### config.mk
export PLATFORM = sky130hd
export DESIGN_NAME = gb5_recip_div
export DESIGN_NICKNAME = d
export VERILOG_FILES = /design/src/hw/rtl/gb5_pkg.sv /design/src/hw/rtl/gb5_recip_div.sv
export SDC_FILE = /design/constraint.sdc
export NUM_CORES = 1
export LEC_CHECK = 0
export ABC_AREA = 1
export BUFFER_PORTS_ARGS = -buffer_cell sky130_fd_sc_hd__buf_2
export CORE_UTILIZATION = 50
export DETAILED_ROUTE_END_ITERATION = 12
export HOLD_SLACK_MARGIN = 0.02
export PLACE_DENSITY = 0.78
export SYNTH_ARGS = -nofsm -noshare
export SYNTH_HDL_FRONTEND = slang
export SYNTH_SLANG_ARGS = --single-unit
### constraint.sdc
create_clock -name clock -period 5.22 [get_ports clock]
set_clock_uncertainty 0.05 [all_clocks]
set_input_delay 0.261 -clock clock [delete_from_list [all_inputs] [get_ports clock]]
set_output_delay 0.261 -clock clock [all_outputs]
set_load 0.03 [all_outputs]
### src/hw/rtl/gb5_pkg.sv
// Shared types and constants for the 5x5 Gaussian blur unit.
package gb5_pkg;

   typedef enum logic {
      OP_PIXEL = 1'b0,
      OP_FLUSH = 1'b1
   } op_type;

   typedef enum logic {
      CSR_IMAGE_WIDTH  = 1'b0,
      CSR_IMAGE_HEIGHT = 1'b1
   } csr_index_type;

   localparam int PIXEL_W       = 8;
   localparam int ROW_W         = 12;
   localparam int HEIGHT_W      = 13;
   localparam int CSR_W         = 13;
   localparam int IMAGE_WIDTH_W = 11;
   localparam int MIN_DIM       = 5;
   localparam int MAX_HEIGHT    = 4096;
   localparam int RESET_DIM     = 800;
   localparam int LANES         = 4;
   localparam int ROWSUM_W      = 15;
   localparam int SUM_W         = 17;
   localparam int PROD_W        = 2 * SUM_W;

   // floor(s / 273) == (s * RECIP) >> RECIP_SHIFT for every s below 2^SUM_W used here
   localparam int               RECIP_SHIFT = 25;
   localparam logic [SUM_W-1:0] RECIP       = 17'd122911;

   localparam logic [5:0] KERNEL [5][5] = '{
      '{6'd1, 6'd4,  6'd7,  6'd4,  6'd1},
      '{6'd4, 6'd16, 6'd26, 6'd16, 6'd4},
      '{6'd7, 6'd26, 6'd41, 6'd26, 6'd7},
      '{6'd4, 6'd16, 6'd26, 6'd16, 6'd4},
      '{6'd1, 6'd4,  6'd7,  6'd4,  6'd1}
   };

   typedef struct packed {
      op_type             op;
      logic [PIXEL_W-1:0] pixel;
   } req_word_type;

   typedef struct packed {
      logic [PIXEL_W-1:0] blurred;
      logic               frame_end;
   } rsp_word_type;

   typedef struct packed {
      logic               is_flush;
      logic               emit;
      logic               interior;
      logic               frame_end;
      logic [1:0]         lane;
      logic [PIXEL_W-1:0] pixel;
   } stage1_type;

   typedef struct packed {
      logic               interior;
      logic               frame_end;
      logic [PIXEL_W-1:0] pass;
   } tail_type;

endpackage

### src/hw/rtl/gb5_recip_div.sv
// Division of the kernel sum by 273 through a registered reciprocal product.
module gb5_recip_div
   import gb5_pkg::*;
(
   input  logic               clock,
   input  logic               load,
   input  logic [SUM_W-1:0]   sum,
   output logic [PIXEL_W-1:0] quotient
);

   logic [PROD_W-1:0] prod_ff;
   logic [PROD_W-1:0] prod_in;

   assign prod_in = PROD_W'(sum) * PROD_W'(RECIP);

   always_ff @(posedge clock) begin
      if (load) begin
         prod_ff <= prod_in;
      end
   end

   assign quotient = prod_ff[RECIP_SHIFT +: PIXEL_W];

endmodule

==> results by group, run 1 <==
Clocking
  • Post-CTS setup buffer count: 0
  • Longest Clk Path Bufs: 2
  • H-tree levels: 1
  • Count of cells resized by post-cts repair: 0
  • Cts hold-fix bufs: 0
  • Sink Count: 8
  • Clock transition at path regs: 0.04 ns
  • Inserted Clock Buffers: 3
  • Root Driver: clkbuf_8
  • CTS tree: yes

Worst hold path
  • Hold Path Stages: 1
  • Hold Path End: prod_ff[31]$_DFFE_PP_
  • HP Class: input port to flop
  • Worst hold path startpoint: load

Floorplan
  • Die area: 10200 um^2
  • Starting density of the core: 52.4%
  • Die Width: 101 um
  • Core region area: 9370 um^2
  • Rows: 35
  • IO Pins: 27
  • Die Ht: 101 um

GRT
  • Antenna violations before repair: 0
  • GRT Util Overall: 21.9%
  • Largest net degree at the start of global routing: 9
  • Vias in the first global route: 3998
  • GRT Residual Overflow: 0
  • First-pass GRT wire length: 17.7 mm

Detailed routing
  • WL per Instance: 13.5 um
  • DRT Pass-1 Iters: 5
  • Iter 0 DRT Violations: 143
  • Metal2 WL: 5.07 mm
  • Metal3 WL: 420 um
  • # DRC: 0
  • Antenna-violating nets left: 0
  • Via count: 3854
  • Drt via density: 5.02
  • Met1 Routed Length: 4.71 mm
  • Routed WL: 10.3 mm
  • DR top layer: met4

Worst setup path
  • Delay-heaviest family, CP: adder cells
  • CP startpoint kind: input port
  • Critical path fanouts, max: 6
  • Worst EP required: 5.15 ns
  • Worst path arrival time: 4.83 ns
  • Buf/Inv on CP: 5
  • Critical path class: input port to flop
  • Worst path cell trace: buf_2 -> fa_1 -> xor2_1 -> ha_1 -> or2_2 -> ha_1 -> inv_1 -> fa_1 -> inv_1 -> fa_1 -> inv_1 -> fa_1 -> inv_1 -> ha_1 -> nand2_1 -> nor2_1 -> nand2_1 -> nor3_1 -> nand3_1 -> nand3_1 -> nand2_1
  • Worst path max stage delay: 0.55 ns
  • Worst path slowest cell: fa_1
  • Crit end category: flop

Synth
  • Proportion of synthesized chip area in sequential cells: 4.90%
  • Syn_nets: 819
  • Mapped Cells: 610
  • Yosys warning total: 0
  • Distinct cells, synth: 26
  • Area leader, netlist: ha_1
  • Register bit total from synthesis: 8
  • Top-area cell type share of the netlist area: 30.9%
  • Synth area leaders: ha_1 31%, fa_1 28%, inv_1 12%
  • Post-synthesis cell area: 4910 um^2
  • Post-synthesis area per instance: 8.04 um^2

STA
  • Final worst path period share: 93.8%
  • Pins over their slew limit: 0
  • Final setup fails: 0
  • Fmax: 204 MHz
  • Setup Total Neg Slack: 0 ns
  • Unrepaired setup endpoints after global routing: no
  • Final-report hold violation count: 0
  • Slew margin rel.: 77.8%
  • Final min period: 4.90 ns
  • Worst slew pin tran: 0.330 ns

Layout
  • Max reg flops: 8
  • Final instance area: 5240 um^2
  • Number of inserted diodes: 0
  • Layout area overhead: 6.78%
  • Reg with most FFs: prod_ff
  • Layout cells sized above 1: 7.20%
  • Nets: 850
  • Largest regs: prod_ff: 8 flops

Placed design
  • Final Wtd Congestion: 0.907
  • Placed Area: 5200 um^2
  • Final HPWL DP: 9.85 mm
  • # port buffers: 26

Outcome
  • Status: completed

Run
  • MaxCap Viol Count: 0
## layout make-up
cell class | count | area (um^2)
Tap cell | 129 | 161
Timing Repair Buffer | 26 | 130
Clock buffer | 3 | 41.3
Sequential cell | 8 | 240
Fill cell | 877 | 4130
Inverter | 167 | 627
Multi-Input combinational cell | 435 | 4040
## per-stage QoR
step                instances  utilization [%]  worst slack [ns]  hold slack (ns)
floorplan                 610                -             0.524            0.323
global placement          765             55.5             0.172            0.565
detailed placement        765             55.5            0.0946            0.565
CTS                       768             55.9             0.324            0.336
global route              768             55.9            0.0804            0.345
finish                    768             55.9             0.321            0.329
## cells in the mapped netlist, drive strengths merged
cell type / number
o21a: 1
nor3: 4
xor2: 4
edfxtp: 8
nand3: 21
nor2: 37
a21boi: 1
fa: 69
a21o: 3
o21ai: 18
or2: 1
o21bai: 3
nand4: 6
xnor2: 3
a21oi: 30
ha: 121
nor4: 3
nand2: 110
inv: 167
## placed cells by master (no fill, tap or decap), drive strengths merged, types with 4 or more instances in the layout
cell type,netlist,routed
nand3,21,21
buf,0,26
ha,121,121
edfxtp,8,8
xor2,4,4
nand4,6,6
nand2,110,110
nor2,37,37
a21oi,30,30
fa,69,69
nor3,4,4
inv,167,167
o21ai,18,18
## cell families after synthesis
family,share of synthesized area [%]
adders and majority gates,59.0
buffers and inverters,12.8
xor gates and xnor gates,1.25
and+or+nand+nor,15.9
AOI/OAI and AO/OA,6.20
DFF,4.90
## layer usage
metal | global-route usage [%] | vias to the layer above
li1 | - | 1960
met1 | 29.4 | 1808
met2 | 38.9 | 76
met3 | 1.87 | 10
met4 | 4.01 | 0
met5 | 0 | -
## how the worst max path moves through the flow
stage	start	end	slack (ns)	cells past startpoint
2_1_floorplan	sum[0]	prod_ff[29]$_DFFE_PP_	0.52	20
3_3_place_gp	sum[0]	prod_ff[29]$_DFFE_PP_	0.17	21
4_1_cts	sum[0]	prod_ff[29]$_DFFE_PP_	0.32	21
5_1_grt	sum[3]	prod_ff[30]$_DFFE_PP_	0.08	20
3_5_place_dp	sum[0]	prod_ff[29]$_DFFE_PP_	0.09	21
6_report	sum[0]	prod_ff[29]$_DFFE_PP_	0.32	21
Power of run 1 is not shown: default switching activity piles up to over one toggle a cycle in this logic, so the estimate is an artifact.
==> run 2, diff against run 1 <==
==> constraint.sdc (replaced) <==
create_clock -name clock -period 6.2 [get_ports clock]
set_clock_uncertainty 0.05 [all_clocks]
set_input_delay 0.31 -clock clock [delete_from_list [all_inputs] [get_ports clock]]
set_output_delay 0.31 -clock clock [all_outputs]
set_load 0.03 [all_outputs]
==> run 2 against run 1 <==
  * Die area unchanged
  * Non-clock buffer count unchanged
  * Global-route usage decreased by 0.074 points
  * Sequential cell count unchanged
  * Routed wire length increased by 1.4%
  * Sequential share of layout area unchanged
  * Core utilization unchanged
  * Cell count unchanged
  * Via count about the same
  * Setup slack improved by 0.95 ns
  * Clock-buffer cell count unchanged
  * Critical path depth decreased by 1
  * Critical path type unchanged
==> results by group, run 2 (synthesis gave the netlist of run 1 again) <==
Outcome
  • Status: completed

Floorplan
  • Die area: 10200 um^2
  • Die Ht: 101 um
  • Core region area: 9370 um^2
  • Rows: 35
  • IO Pins: 27
  • Starting density of the core: 52.4%
  • Die Width: 101 um

Clocking
  • H-tree levels: 1
  • Longest Clk Path Bufs: 2
  • Inserted Clock Buffers: 3
  • Clock transition at path regs: 0.04 ns
  • Sink Count: 8
  • Post-CTS setup buffer count: 0
  • CTS tree: yes
  • Root Driver: clkbuf_8
  • Cts hold-fix bufs: 0
  • Count of cells resized by post-cts repair: 0

Layout
  • Largest regs: prod_ff: 8 flops
  • Reg with most FFs: prod_ff
  • Max reg flops: 8
  • Nets: 850
  • Most frequent cells in the layout: 163 x inv_1, 121 x ha_1, 104 x nand2_1
  • Layout area overhead: 6.78%
  • Number of inserted diodes: 0
  • Layout cells sized above 1: 7.20%
  • Commonest non-fill, non-tap cell in the layout: inv_1
  • Filler instances: 891

Run
  • MaxCap Viol Count: 0

STA
  • Final worst path period share: 79.5%
  • Worst slew pin tran: 0.359 ns
  • Fmax: 203 MHz
  • Final setup fails: 0
  • Setup Total Neg Slack: 0 ns
  • Unrepaired setup endpoints after global routing: no
  • Final-report hold violation count: 0
  • Pins over their slew limit: 0
  • Slew margin rel.: 76.1%
  • Final min period: 4.93 ns

Placed design
  • # port buffers: 26
  • Final Wtd Congestion: 0.907
  • Final HPWL DP: 9.89 mm

GRT
  • GRT Util Overall: 21.9%
  • Vias in the first global route: 3950
  • GRT Residual Overflow: 0
  • Largest net degree at the start of global routing: 9
  • Antenna violations before repair: 0
  • First-pass GRT wire length: 17.6 mm

Detailed routing
  • WL per Instance: 13.6 um
  • Via count: 3855
  • Iter 0 DRT Violations: 204
  • DRT Pass-1 Iters: 4
  • Antenna-violating nets left: 0
  • # DRC: 0
  • Routed WL: 10.5 mm
  • Drt via density: 5.02

Worst setup path
  • Critical path class: input port to flop
  • CP startpoint kind: input port
  • Worst EP required: 6.12 ns
  • Worst path arrival time: 4.85 ns
  • Crit end category: flop
  • Critical path fanouts, max: 6

Worst hold path
  • HP Class: input port to flop
-- run 2: cell counts in the layout (fill, tap and decap cells not counted) --
No cell type changed its count.
-- run 2: routing by layer --
metal  up-vias  share of wire [%]  routed length [um]  global-route usage, %
li1       1956                  -                   -                      -
met1      1816                 48                4990                   30.1
met2        73                 48                5080                   38.4
met3        10                2.6                 273                   1.32
met4         0                1.2                 131                   3.68
met5         -                  0                   0                      0
-- run 2: worst paths after layout --
check | start | to | depth (start not counted)
max | sum[2] | prod_ff[27]$_DFFE_PP_ | 20
min | load | prod_ff[27]$_DFFE_PP_ | 1
-- run 2: through the flow --
| stage | setup slack [ns] | instances | hold slack, ns | util [%] | cell area, um^2 |
|---|---|---|---|---|---|
| 2_1_floorplan | 1.45 | 610 | 0.372 | - | 4910 |
| 4_1_cts | 1.26 | 768 | 0.381 | 55.9 | 5240 |
| 3_3_place_gp | 1.10 | 765 | 0.614 | 55.5 | 5200 |
| 3_5_place_dp | 1.04 | 765 | 0.612 | 55.5 | 5200 |
| 5_1_grt | 1.02 | 768 | 0.390 | 55.9 | 5240 |
| 6_report | 1.27 | 768 | 0.378 | 55.9 | 5240 |
-- run 2: final cells by class --
type	instances	area (um^2)	share of cell area [%]
Multi-Input combinational cell	435	4040	77.1
Timing Repair Buffer	26	130	2.48
Sequential cell	8	240	4.58
Inverter	167	627	12.0
Tap cell	129	161	3.08
Clock buffer	3	41.3	0.788
-- run 2: worst max-delay path, cell delays in order --
cell,delay [ns]
buf_2,0.15
fa_1,0.59
inv_1,0.07
fa_1,0.50
inv_1,0.04
ha_1,0.30
inv_1,0.06
fa_1,0.48
fa_1,0.52
fa_1,0.54
inv_1,0.05
ha_1,0.33
a21oi_1,0.28
o21ai_1,0.14
inv_1,0.07
nand2_1,0.06
a21oi_1,0.17
nand2_1,0.07
nand2_1,0.06
nand2_1,0.05
Power of run 2 is left out for the same reason.
